--- config.mk ---
export PLATFORM = sky130hd
export DESIGN_NAME = ir_ring_direction_estimator
export DESIGN_NICKNAME = d
export VERILOG_FILES = /design/src/design/rdir_pkg.sv /design/src/design/rdir_front.sv /design/src/design/rdir_queue.sv /design/src/design/rdir_back.sv /design/src/design/ir_ring_direction_estimator.sv
export SDC_FILE = /design/constraint.sdc
export NUM_CORES = 2
export LEC_CHECK = 0
export ABC_AREA = 1
export BUFFER_PORTS_ARGS = -buffer_cell sky130_fd_sc_hd__buf_4
export CORE_UTILIZATION = 58
export CTS_CLUSTER_SIZE = 16
export DETAILED_ROUTE_END_ITERATION = 7
export PLACE_DENSITY = 0.73
export SLEW_MARGIN = 5
export SYNTH_ARGS = -nofsm -noshare
export SYNTH_HDL_FRONTEND = slang
export SYNTH_HIERARCHICAL = 1
export SYNTH_SLANG_ARGS = --single-unit
export TNS_END_PERCENT = 30
--- constraint.sdc ---
create_clock -name clk -period 35.6 [get_ports clk]
set_input_delay 7.12 -clock clk [delete_from_list [all_inputs] [get_ports clk]]
set_output_delay 7.12 -clock clk [all_outputs]
set_load 0.02 [all_outputs]
--- src/design/rdir_pkg.sv ---
// Shared constants, types and trig tables for the IR ring direction estimator.
package rdir_pkg;

  localparam int SENSORS   = 24;
  localparam int TRIG_BITS = 16;
  localparam int HALF_RING = SENSORS / 2;
  localparam int IDX_W     = $clog2(SENSORS);
  localparam int RAW_W     = 10;
  localparam int VAL_W     = 11;
  localparam int FS_W      = 16;
  localparam int CFG_IDX_W = 2;
  localparam int CFG_W     = 16;
  localparam int OUT_W     = 16;
  localparam int HD_W      = $clog2(HALF_RING + 1);
  localparam int PROD_W    = VAL_W + HD_W;
  // reciprocal of HALF_RING for the weight division
  localparam int RECIP_SH  = 32;
  localparam int RECIP_W   = 33;
  localparam longint RECIP = ((64'sd1 <<< RECIP_SH) + HALF_RING - 1) / HALF_RING;
  localparam int ACC_W     = VAL_W + $clog2(SENSORS) + TRIG_BITS;
  localparam int GUARD     = 16;
  localparam int CW        = ACC_W + GUARD + 2;
  localparam int ZW        = 36;
  localparam int ITER      = 30;
  localparam int K_W       = 5;
  localparam int M_W       = ACC_W + 2;
  localparam int DEN_W     = FS_W + TRIG_BITS - 1;
  localparam int REM_W     = (M_W > DEN_W ? M_W : DEN_W) + 1;
  localparam int QBITS     = 15;
  localparam int Q_W       = 16;

  localparam logic [CFG_IDX_W-1:0] REG_OFFSET = 2'd0;
  localparam logic [CFG_IDX_W-1:0] REG_FSCALE = 2'd1;

  localparam logic [VAL_W-1:0] OFFSET_RST = 11'd1050;
  localparam logic [FS_W-1:0]  FSCALE_RST = 16'd3600;

  localparam longint PI_Q30      = 64'sd3373259426;
  localparam longint TWO_PI_Q30  = 64'sd6746518852;
  localparam longint HALF_PI_Q30 = 64'sd1686629713;
  localparam longint GAIN_Q30    = 64'sd652032874;
  localparam longint GAIN_Q16    = 64'sd39797;
  localparam longint ANGLE_MAX   = 64'sd25736;

  typedef longint atan_arr_t [ITER];
  localparam atan_arr_t ATAN_Q30 = '{
    843314856, 497837829, 263043836, 133525158, 67021686, 33543515,
    16775850, 8388437, 4194282, 2097149, 1048575, 524287, 262143,
    131071, 65535, 32767, 16383, 8191, 4095, 2047, 1023, 511, 255,
    127, 63, 31, 15, 8, 4, 2};

  typedef logic signed [TRIG_BITS-1:0] trig_arr_t [SENSORS];

  // frame token handed from front to back
  typedef struct packed {
    logic [IDX_W-1:0] strongest;
  } frame_tok_t;

  // round Q2.30 to Q1.(TRIG_BITS-1) and clamp
  function automatic longint to_trig(input longint q30);
    longint lim;
    longint r;
    lim = (64'sd1 <<< (TRIG_BITS - 1)) - 1;
    r = (q30 + (64'sd1 <<< (30 - TRIG_BITS))) >>> (31 - TRIG_BITS);
    if (r > lim) r = lim;
    if (r < -lim) r = -lim;
    return r;
  endfunction

  // cosine (sel 0) or sine (sel 1) of each sensor angle via rotation CORDIC
  function automatic trig_arr_t build_trig(input bit sel);
    trig_arr_t t;
    longint z;
    longint x;
    longint y;
    longint dx;
    longint dy;
    bit neg;
    for (int i = 0; i < SENSORS; i++) begin
      z = longint'(i) * TWO_PI_Q30 / SENSORS;
      neg = 1'b0;
      if (z > PI_Q30) z = z - TWO_PI_Q30;
      if (z > HALF_PI_Q30) begin
        z = z - PI_Q30;
        neg = 1'b1;
      end else if (z < -HALF_PI_Q30) begin
        z = z + PI_Q30;
        neg = 1'b1;
      end
      x = GAIN_Q30;
      y = 0;
      for (int k = 0; k < ITER; k++) begin
        dx = y >>> k;
        dy = x >>> k;
        if (z >= 0) begin
          x = x - dx;
          y = y + dy;
          z = z - ATAN_Q30[k];
        end else begin
          x = x + dx;
          y = y - dy;
          z = z + ATAN_Q30[k];
        end
      end
      if (neg) begin
        x = -x;
        y = -y;
      end
      t[i] = sel ? TRIG_BITS'(to_trig(y)) : TRIG_BITS'(to_trig(x));
    end
    return t;
  endfunction

  localparam trig_arr_t COS_ROM = build_trig(1'b0);
  localparam trig_arr_t SIN_ROM = build_trig(1'b1);

endpackage

--- src/design/rdir_front.sv ---
// Front end: converts readings to strength, stores the frame, tracks the peak.
module rdir_front (
  input  logic                              clk,
  input  logic                              rst_n,
  input  logic                              accept,
  input  logic [rdir_pkg::RAW_W-1:0]        raw_reading,
  input  logic [rdir_pkg::VAL_W-1:0]        sample_offset,
  input  logic [rdir_pkg::IDX_W-1:0]        rd_addr,
  output logic [rdir_pkg::VAL_W-1:0]        rd_data,
  output logic                              push,
  output rdir_pkg::frame_tok_t              push_tok
);

  logic [rdir_pkg::VAL_W-1:0] store_r [rdir_pkg::SENSORS];
  logic [rdir_pkg::VAL_W-1:0] rd_data_r;
  logic [rdir_pkg::IDX_W-1:0] count_r;
  logic [rdir_pkg::IDX_W-1:0] best_idx_r;
  logic [rdir_pkg::VAL_W-1:0] best_val_r;
  logic [rdir_pkg::VAL_W-1:0] val;
  logic                       take;
  logic                       last;
  logic [rdir_pkg::VAL_W-1:0] raw_ext;

  assign raw_ext = rdir_pkg::VAL_W'(raw_reading);
  assign val     = (sample_offset > raw_ext) ? (sample_offset - raw_ext) : '0;
  assign take    = (count_r == '0) || (val > best_val_r);
  assign last    = (count_r == rdir_pkg::IDX_W'(rdir_pkg::SENSORS - 1));

  // frame storage with registered read
  always_ff @(posedge clk) begin
    if (accept) begin
      store_r[count_r] <= val;
    end
    rd_data_r <= store_r[rd_addr];
  end

  // sample position and peak tracking
  always_ff @(posedge clk) begin
    if (!rst_n) begin
      count_r    <= '0;
      best_idx_r <= '0;
      best_val_r <= '0;
    end else if (accept) begin
      if (last) begin
        count_r    <= '0;
        best_idx_r <= '0;
        best_val_r <= '0;
      end else begin
        count_r <= count_r + 1'b1;
        if (take) begin
          best_idx_r <= count_r;
          best_val_r <= val;
        end
      end
    end
  end

  assign rd_data            = rd_data_r;
  assign push               = accept && last;
  assign push_tok.strongest = take ? count_r : best_idx_r;

endmodule

--- src/design/rdir_queue.sv ---
// Two-entry queue of completed frame tokens between front and back.
module rdir_queue (
  input  logic                 clk,
  input  logic                 rst_n,
  input  logic                 push,
  input  rdir_pkg::frame_tok_t push_tok,
  input  logic                 pop,
  output logic                 not_empty,
  output rdir_pkg::frame_tok_t head
);

  rdir_pkg::frame_tok_t slot_r [2];
  logic                 rd_ptr_r;
  logic                 wr_ptr_r;
  logic [1:0]           count_r;

  always_ff @(posedge clk) begin
    if (push) begin
      slot_r[wr_ptr_r] <= push_tok;
    end
  end

  // pointers and fill level
  always_ff @(posedge clk) begin
    if (!rst_n) begin
      rd_ptr_r <= 1'b0;
      wr_ptr_r <= 1'b0;
      count_r  <= '0;
    end else begin
      if (push) wr_ptr_r <= ~wr_ptr_r;
      if (pop) rd_ptr_r <= ~rd_ptr_r;
      count_r <= count_r + 2'(push) - 2'(pop);
    end
  end

  assign not_empty = (count_r != '0);
  assign head      = slot_r[rd_ptr_r];

endmodule

--- src/design/rdir_back.sv ---
// Back end: weighted vector sum, vectoring CORDIC and strength division.
module rdir_back (
  input  logic                              clk,
  input  logic                              rst_n,
  input  logic                              tok_valid,
  input  rdir_pkg::frame_tok_t              tok,
  output logic                              tok_pop,
  input  logic [rdir_pkg::FS_W-1:0]         full_scale,
  output logic [rdir_pkg::IDX_W-1:0]        rd_addr,
  input  logic [rdir_pkg::VAL_W-1:0]        rd_data,
  output logic                              active,
  output logic                              out_valid,
  output logic signed [rdir_pkg::OUT_W-1:0] out_angle,
  output logic [rdir_pkg::OUT_W-1:0]        out_strength
);

  typedef enum logic [3:0] {
    S_IDLE, S_RD, S_MUL, S_DIV, S_TRIG, S_ADD,
    S_CSTART, S_CITER, S_MAG, S_DCHK, S_DSTEP, S_OUT
  } state_t;

  state_t state_r;
  logic [rdir_pkg::IDX_W-1:0]            idx_r;
  logic [rdir_pkg::IDX_W-1:0]            peak_r;
  logic [rdir_pkg::PROD_W-1:0]           p_r;
  logic [rdir_pkg::VAL_W-1:0]            w_r;
  logic signed [rdir_pkg::ACC_W-1:0]     px_r;
  logic signed [rdir_pkg::ACC_W-1:0]     py_r;
  logic signed [rdir_pkg::ACC_W-1:0]     ax_r;
  logic signed [rdir_pkg::ACC_W-1:0]     ay_r;
  logic signed [rdir_pkg::CW-1:0]        cx_r;
  logic signed [rdir_pkg::CW-1:0]        cy_r;
  logic signed [rdir_pkg::ZW-1:0]        z_r;
  logic [rdir_pkg::K_W-1:0]              k_r;
  logic [rdir_pkg::REM_W-1:0]            r_r;
  logic [rdir_pkg::REM_W-1:0]            den_r;
  logic [rdir_pkg::Q_W-1:0]              q_r;
  logic signed [rdir_pkg::OUT_W-1:0]     angle_r;
  logic                                  out_valid_r;
  logic signed [rdir_pkg::OUT_W-1:0]     out_angle_r;
  logic [rdir_pkg::OUT_W-1:0]            out_strength_r;

  // circular distance and weight factor
  logic [rdir_pkg::IDX_W-1:0] diff;
  logic [rdir_pkg::IDX_W:0]   ring_dist;
  logic [rdir_pkg::HD_W-1:0]  hd;
  assign diff = (idx_r > peak_r) ? (idx_r - peak_r) : (peak_r - idx_r);
  assign ring_dist = ((rdir_pkg::IDX_W+1)'(diff) > (rdir_pkg::IDX_W+1)'(rdir_pkg::HALF_RING))
                   ? (rdir_pkg::IDX_W+1)'(rdir_pkg::SENSORS) - (rdir_pkg::IDX_W+1)'(diff)
                   : (rdir_pkg::IDX_W+1)'(diff);
  assign hd   = rdir_pkg::HD_W'((rdir_pkg::IDX_W+1)'(rdir_pkg::HALF_RING) - ring_dist);

  // division by the half ring through a reciprocal
  logic [rdir_pkg::PROD_W+rdir_pkg::RECIP_W-1:0] recip_prod;
  assign recip_prod = (rdir_pkg::PROD_W+rdir_pkg::RECIP_W)'(p_r)
                    * (rdir_pkg::PROD_W+rdir_pkg::RECIP_W)'(rdir_pkg::RECIP);

  // CORDIC step
  logic signed [rdir_pkg::CW-1:0] sh_x;
  logic signed [rdir_pkg::CW-1:0] sh_y;
  logic signed [rdir_pkg::ZW-1:0] atan_k;
  assign sh_x   = cx_r >>> k_r;
  assign sh_y   = cy_r >>> k_r;
  assign atan_k = rdir_pkg::ZW'(rdir_pkg::ATAN_Q30[k_r]);

  // CORDIC start values
  logic signed [rdir_pkg::CW-1:0] gx;
  logic signed [rdir_pkg::CW-1:0] gy;
  assign gx = rdir_pkg::CW'(ax_r) <<< rdir_pkg::GUARD;
  assign gy = rdir_pkg::CW'(ay_r) <<< rdir_pkg::GUARD;

  // angle rounding; the clamp is applied in S_MAG
  logic signed [rdir_pkg::ZW-1:0] z_rnd;
  assign z_rnd = (z_r + (rdir_pkg::ZW'(1) <<< 16)) >>> 17;

  // magnitude rescale
  logic [rdir_pkg::M_W-1:0]    mag;
  logic [rdir_pkg::M_W+16:0]   mag_gain;
  logic [rdir_pkg::FS_W-1:0]   fs_eff;
  logic [rdir_pkg::REM_W-1:0]  rem_sh;
  assign mag      = (cx_r > 0) ? rdir_pkg::M_W'(cx_r >>> rdir_pkg::GUARD) : '0;
  assign mag_gain = (rdir_pkg::M_W+17)'(mag) * (rdir_pkg::M_W+17)'(rdir_pkg::GAIN_Q16);
  assign fs_eff   = (full_scale == '0) ? rdir_pkg::FS_W'(1) : full_scale;
  assign rem_sh   = r_r << 1;

  // sequencer
  always_ff @(posedge clk) begin
    if (!rst_n) begin
      state_r     <= S_IDLE;
      out_valid_r <= 1'b0;
    end else begin
      out_valid_r <= (state_r == S_OUT);
      unique case (state_r)
        S_IDLE: begin
          if (tok_valid) begin
            peak_r  <= tok.strongest;
            idx_r   <= '0;
            ax_r    <= '0;
            ay_r    <= '0;
            state_r <= S_RD;
          end
        end
        S_RD: state_r <= S_MUL;
        S_MUL: begin
          p_r     <= rdir_pkg::PROD_W'(rd_data) * rdir_pkg::PROD_W'(hd);
          state_r <= S_DIV;
        end
        S_DIV: begin
          w_r     <= rdir_pkg::VAL_W'(recip_prod >> rdir_pkg::RECIP_SH);
          state_r <= S_TRIG;
        end
        S_TRIG: begin
          px_r <= rdir_pkg::ACC_W'(rdir_pkg::COS_ROM[idx_r])
                * $signed({{(rdir_pkg::ACC_W-rdir_pkg::VAL_W){1'b0}}, w_r});
          py_r <= rdir_pkg::ACC_W'(rdir_pkg::SIN_ROM[idx_r])
                * $signed({{(rdir_pkg::ACC_W-rdir_pkg::VAL_W){1'b0}}, w_r});
          state_r <= S_ADD;
        end
        S_ADD: begin
          ax_r <= ax_r + px_r;
          ay_r <= ay_r + py_r;
          if (idx_r == rdir_pkg::IDX_W'(rdir_pkg::SENSORS - 1)) begin
            state_r <= S_CSTART;
          end else begin
            idx_r   <= idx_r + 1'b1;
            state_r <= S_RD;
          end
        end
        S_CSTART: begin
          k_r <= '0;
          if (ax_r == '0 && ay_r == '0) begin
            angle_r <= '0;
            q_r     <= '0;
            state_r <= S_OUT;
          end else begin
            if (ax_r < 0) begin
              cx_r <= -gx;
              cy_r <= -gy;
              z_r  <= (ay_r >= 0) ? rdir_pkg::ZW'(rdir_pkg::PI_Q30)
                                  : -rdir_pkg::ZW'(rdir_pkg::PI_Q30);
            end else begin
              cx_r <= gx;
              cy_r <= gy;
              z_r  <= '0;
            end
            state_r <= S_CITER;
          end
        end
        S_CITER: begin
          if (cy_r > 0) begin
            cx_r <= cx_r + sh_y;
            cy_r <= cy_r - sh_x;
            z_r  <= z_r + atan_k;
          end else begin
            cx_r <= cx_r - sh_y;
            cy_r <= cy_r + sh_x;
            z_r  <= z_r - atan_k;
          end
          k_r <= k_r + 1'b1;
          if (k_r == rdir_pkg::K_W'(rdir_pkg::ITER - 1)) state_r <= S_MAG;
        end
        S_MAG: begin
          if (z_rnd > rdir_pkg::ZW'(rdir_pkg::ANGLE_MAX)) begin
            angle_r <= rdir_pkg::OUT_W'(rdir_pkg::ANGLE_MAX);
          end else if (z_rnd < -rdir_pkg::ZW'(rdir_pkg::ANGLE_MAX)) begin
            angle_r <= -rdir_pkg::OUT_W'(rdir_pkg::ANGLE_MAX);
          end else begin
            angle_r <= rdir_pkg::OUT_W'(z_rnd);
          end
          r_r     <= rdir_pkg::REM_W'(mag_gain >> 16);
          den_r   <= rdir_pkg::REM_W'(fs_eff) << (rdir_pkg::TRIG_BITS - 1);
          state_r <= S_DCHK;
        end
        S_DCHK: begin
          k_r <= '0;
          if (r_r >= den_r) begin
            q_r     <= rdir_pkg::Q_W'(1) << rdir_pkg::QBITS;
            state_r <= S_OUT;
          end else begin
            q_r     <= '0;
            state_r <= S_DSTEP;
          end
        end
        S_DSTEP: begin
          // restoring division, one quotient bit per cycle
          if (rem_sh >= den_r) begin
            r_r <= rem_sh - den_r;
            q_r <= {q_r[rdir_pkg::Q_W-2:0], 1'b1};
          end else begin
            r_r <= rem_sh;
            q_r <= {q_r[rdir_pkg::Q_W-2:0], 1'b0};
          end
          k_r <= k_r + 1'b1;
          if (k_r == rdir_pkg::K_W'(rdir_pkg::QBITS - 1)) state_r <= S_OUT;
        end
        S_OUT: begin
          out_angle_r    <= angle_r;
          out_strength_r <= q_r;
          state_r        <= S_IDLE;
        end
        default: state_r <= S_IDLE;
      endcase
    end
  end

  assign tok_pop      = (state_r == S_IDLE) && tok_valid;
  assign rd_addr      = idx_r;
  assign active       = (state_r != S_IDLE);
  assign out_valid    = out_valid_r;
  assign out_angle    = out_angle_r;
  assign out_strength = out_strength_r;

endmodule

--- src/design/ir_ring_direction_estimator.sv ---
// Top level: IR ring direction estimator with configuration registers.
// One reading per cycle is taken while busy is low and a frame fills; after
// the last reading the back end weights and sums each sensor and, if the sum is
// nonzero, does 30 CORDIC and up to 15 division steps, then a one-cycle result.
// Throughput: busy stays high from the end of a frame until its result is out.
// Reset: sync active-low; clears frame position, peak, queue and sequencer.
module ir_ring_direction_estimator (
  input  logic                              clk,
  input  logic                              rst_n,
  input  logic                              start,
  output logic                              busy,
  input  logic [rdir_pkg::RAW_W-1:0]        in_raw_reading,
  output logic                              out_valid,
  output logic signed [rdir_pkg::OUT_W-1:0] out_direction_angle,
  output logic [rdir_pkg::OUT_W-1:0]        out_strength,
  input  logic                              cfg_we,
  input  logic [rdir_pkg::CFG_IDX_W-1:0]    cfg_index,
  input  logic [rdir_pkg::CFG_W-1:0]        cfg_data
);

  logic [rdir_pkg::VAL_W-1:0] offset_r;
  logic [rdir_pkg::FS_W-1:0]  fscale_r;
  logic                       accept;
  logic [rdir_pkg::IDX_W-1:0] rd_addr;
  logic [rdir_pkg::VAL_W-1:0] rd_data;
  logic                       push;
  rdir_pkg::frame_tok_t       push_tok;
  logic                       q_ne;
  rdir_pkg::frame_tok_t       q_head;
  logic                       pop;
  logic                       back_active;

  // configuration registers
  always_ff @(posedge clk) begin
    if (!rst_n) begin
      offset_r <= rdir_pkg::OFFSET_RST;
      fscale_r <= rdir_pkg::FSCALE_RST;
    end else if (cfg_we) begin
      if (cfg_index == rdir_pkg::REG_OFFSET) offset_r <= cfg_data[rdir_pkg::VAL_W-1:0];
      else if (cfg_index == rdir_pkg::REG_FSCALE) fscale_r <= cfg_data[rdir_pkg::FS_W-1:0];
    end
  end

  assign busy   = q_ne || back_active;
  assign accept = start && !busy;

  rdir_front u_front (
    .clk           (clk),
    .rst_n         (rst_n),
    .accept        (accept),
    .raw_reading   (in_raw_reading),
    .sample_offset (offset_r),
    .rd_addr       (rd_addr),
    .rd_data       (rd_data),
    .push          (push),
    .push_tok      (push_tok)
  );

  rdir_queue u_queue (
    .clk       (clk),
    .rst_n     (rst_n),
    .push      (push),
    .push_tok  (push_tok),
    .pop       (pop),
    .not_empty (q_ne),
    .head      (q_head)
  );

  rdir_back u_back (
    .clk          (clk),
    .rst_n        (rst_n),
    .tok_valid    (q_ne),
    .tok          (q_head),
    .tok_pop      (pop),
    .full_scale   (fscale_r),
    .rd_addr      (rd_addr),
    .rd_data      (rd_data),
    .active       (back_active),
    .out_valid    (out_valid),
    .out_angle    (out_direction_angle),
    .out_strength (out_strength)
  );

  // result strobe lasts a single cycle
  a_strobe_single: assert property (@(posedge clk) disable iff (!rst_n)
    out_valid |=> !out_valid) else $error("result strobe held");

  // strength never exceeds 1.0
  a_strength_range: assert property (@(posedge clk) disable iff (!rst_n)
    out_valid |-> (out_strength <= 16'd32768)) else $error("strength out of range");

  // a frame end is never accepted while the back end is still working
  a_no_overlap: assert property (@(posedge clk) disable iff (!rst_n)
    push |-> !back_active) else $error("frame finished during back-end work");

endmodule
==> out/summary.txt <==
Commonest non-fill, non-tap cell in the layout: nand2_1
Clk pin slew, worst setup/hold paths: 0.06 ns
Root buf cell: clkbuf_16
Worst skew pair latency: 0.78 ns
Share of layout cells above drive strength 1: 4.031%
Port Buf Inserts: 65
Final WS setup: 25.31 ns
Hold endpoint: u_back/out_angle[10]
Setup TNS: 0 ns
Synthesized instance count: 10,490
Synth cell types: 72
Number of global-route vias before repair: 70,580
Final Setup Violations: 0
Ys Warns: 6
Hold_buf cts: 0
Area grow syn2layout: 6.308%
Critical Path Most Common Cell: nand2_1
Die ar.: 144,400 µm²
Min-delay src: u_back/angle_r[10]
Initial Util: 58.52%
Most frequent cells in the layout: 1,927 x nand2_1, 1,745 x inv_1, 1,094 x nor2_1, 731 x ha_1, 707 x nand3_1
Synth Area per Inst: 7.898 µm²
Clock Skew: 0.08154 ns
Final Hold Fails: 0
Fin util: 62.21%
HPWL after DPL: 200,100 µm
Die width: 380.0 µm
Final nets: 11,850
Postcts setup bufs: 0
Async set or reset register ratio after synthesis: 0%
Die height: 380.0 µm
Setup repair after global routing missed its margin: no
Clock sinks: 755
FF-to-FF End: u_back/r_r[19]
Post-Layout Cell Count: 12,380
Max Cap Violations: 0
Final GP Congestion: 1.040
Hold Slack: 0.4188 ns
Pint: 4.751 mW
I/O Pins: 66
CTS tree: built
CTS buffer count: 87
Placed Cells: 12,220
Crit-path slowest cell: nor2_2
Minimum clock period: 10.29 ns
Grt total ovfl: 0
Sequential share of the synthesized area: 26.53%
Critical path type: input pin to flip-flop
Worst slack, placed: 24.51 ns
Highest clock rate: 0.09716 GHz
Worst EP required: 36.11 ns
DR iter-0 viols: 6,730
Crit path largest cell delay: 0.88 ns
Hold WC Path Type: flip-flop to flip-flop
Status: finished clean
Routed Antenna Nets: 0
PD cells: 110.8 nW/µm²
Std-Cell Core Area: 141,600 µm²
Worst VDD drop: 356.3 µV
Max Buffers Root-to-Sink: 3
Measured slew at the worst slew-check pin: 1.253 ns
NetSw: 5.009 mW
FF+latch count, synth: 755
Routed wire length per instance: 20.25 µm
Reg power frac: 14.9%
Max-slew violation count: 0
CTS H-tree lvls: 3
Antenna cells: 0
Post-CTS sizing: 0
Vias: 72,680
Synth Flop Type: edfxtp_1
CP arrival: 10.80 ns
Combinational Power Share: 74.9%
Switching share of total power: 51.32%
Area contributors post-synth: edfxtp_1 25%, fa_1 16%, ha_1 11%
Vias/cell: 5.869
CP Cell Sequence: buf_4 > ha_1 > inv_1 > fa_1 > nand3_1 > nand3_1 > nand2_1 > nand2_1 > nand2_1 > nand2_1 > nor2_2 > ha_1 > nand2_1 > inv_1 > nand2_1 > inv_1 > nand4_1 > nand2_2 > nand2_1 > nand2_1 > and2_1
Row cnt: 138
Reg2reg setup slack: 25.73 ns
EDFF count, synth: 686
Pre-antenna DRT Iters: 6
Final Cycle Share: 28.91%
First-pass GRT wire length: 390,700 µm
Biggest area consumer among synthesized cells: edfxtp_1
Peak fanout along the critical path: 26
All-Layer GR Usage: 34.33%
Initial antenna violation count: 10
Mapped Area: 82,850 µm²
CP endpoint kind: flip-flop
Largest net degree at the start of global routing: 137
Routed wire length: 250,800 µm
FF-to-FF path depth: 31
Clock power frac: 10.3%
Share of the synthesized area in the top cell type: 24.86%
Hold-critical path depth: 0
RR Startpoint: u_back/cx_r[22]
FILL cells: 12,770
DRC: 0
Crit path launch type: input pin
Lkg Pwr: 40.96 nW
Worst slew margin: 16.15%
-- worst max-delay path, delay by kind of cell --
kind                       cells  cell delay, ns
adders and majority gates      3            1.05
and+or+nand+nor               14            2.31
buffers and inverters          4            0.29
-- sequential cells by signal (all words and copies together), names as in the netlist, 10 cells and up, named ones only --
name / count
u_front/store_r: 264
u_back/cx_r: 50
u_back/cy_r: 50
u_back/z_r: 36
u_back/r_r: 35
u_back/ax_r: 32
u_back/ay_r: 32
u_back/px_r: 28
u_back/py_r: 28
fscale_r: 16
u_back/angle_r: 16
u_back/den_r: 16
u_back/out_angle: 16
u_back/out_strength: 16
u_back/q_r: 16
u_back/p_r: 15
offset_r: 11
u_back/w_r: 11
u_front/best_val_r: 11
u_front/rd_data: 11
u_queue/slot_r: 10
-- how the worst max path moves through the flow --
stage	start	to	slack, ns	cells after the start
floorplan	rst_n	u_back/cx_r[0]	14.56	2
global placement	in_raw_reading[0]	u_front/best_val_r[6]	24.51	24
detailed placement	in_raw_reading[0]	u_front/best_val_r[2]	24.51	24
CTS	in_raw_reading[0]	u_front/best_val_r[2]	25.32	24
global route	in_raw_reading[0]	u_front/best_val_r[2]	24.93	24
finish	in_raw_reading[0]	u_queue/slot_r[0][1]	25.31	21
-- power by group through the flow --
stage	registers (mW)	logic, mW	clock network, mW
after global routing	1.46	8.35	1.04
after detailed placement	1.47	7.28	0
after global placement	1.47	7.11	0
after CTS	1.45	7.34	1.02
after floorplan	1.45	5.41	0
final	1.45	7.31	1.00
-- synthesized netlist by cell type (all sizes together) (3+ instances only) --
cell type,number
nand2,1951
inv,1766
nor2,1122
o21ai,734
ha,731
nand3,713
edfxtp,686
a21oi,681
fa,663
xor2,185
buf,151
clkbuf,143
a31oi,126
nor3,110
xnor2,107
nand4,86
dfxtp,69
o21a,64
o221ai,57
nor4,49
o211ai,39
or2,32
o22ai,27
a21o,23
a21boi,22
nand3b,20
o21bai,20
o31ai,18
and3,13
and2,10
clkinv,10
a221oi,9
a211oi,8
o311ai,8
mux2,5
o2111ai,5
a31o,3
a41oi,3
nor3b,3
-- final cells by class --
class / count / area, µm² / area share [%]
Timing Repair Buffer: 130 / 988.4 / 1.122
Inverter: 1776 / 6674 / 7.577
Sequential cell: 755 / 21980 / 24.96
Clock buffer: 104 / 2302 / 2.614
Tap cell: 1890 / 2365 / 2.685
Multi-Input combinational cell: 7673 / 52890 / 60.05
Clock inverter: 56 / 878.3 / 0.9972
-- metal layers --
metal | vias to the layer above | wire length, µm | track usage [%]
met1 | 34820 | 102500 | 45.10
met2 | 2881 | 118700 | 57.28
met5 | - | 134 | 0
met4 | 18 | 10150 | 12.86
met3 | 540 | 19220 | 5.222
li1 | 34420 | - | -
-- through the flow --
stage               total power [mW]  cell area [µm²]
floorplan                      6.866            82880
global placement               8.579            84900
detailed placement             8.753            84900
CTS                            9.811            88080
global route                   10.85            88080
finish                         9.760            88080
-- logic make-up after synthesis --
kind of cell / synth area share, %
flip-flops: 26.53
XOR/XNOR: 3.087
multiplexers: 0.09211
other: 0.009064
buffers and inverters: 9.764
adder cells (fa/ha/maj): 27.06
AND/OR/NAND/NOR: 20.88
AO/OA/AOI/OAI: 12.58
(Power assumes the default switching activity.)
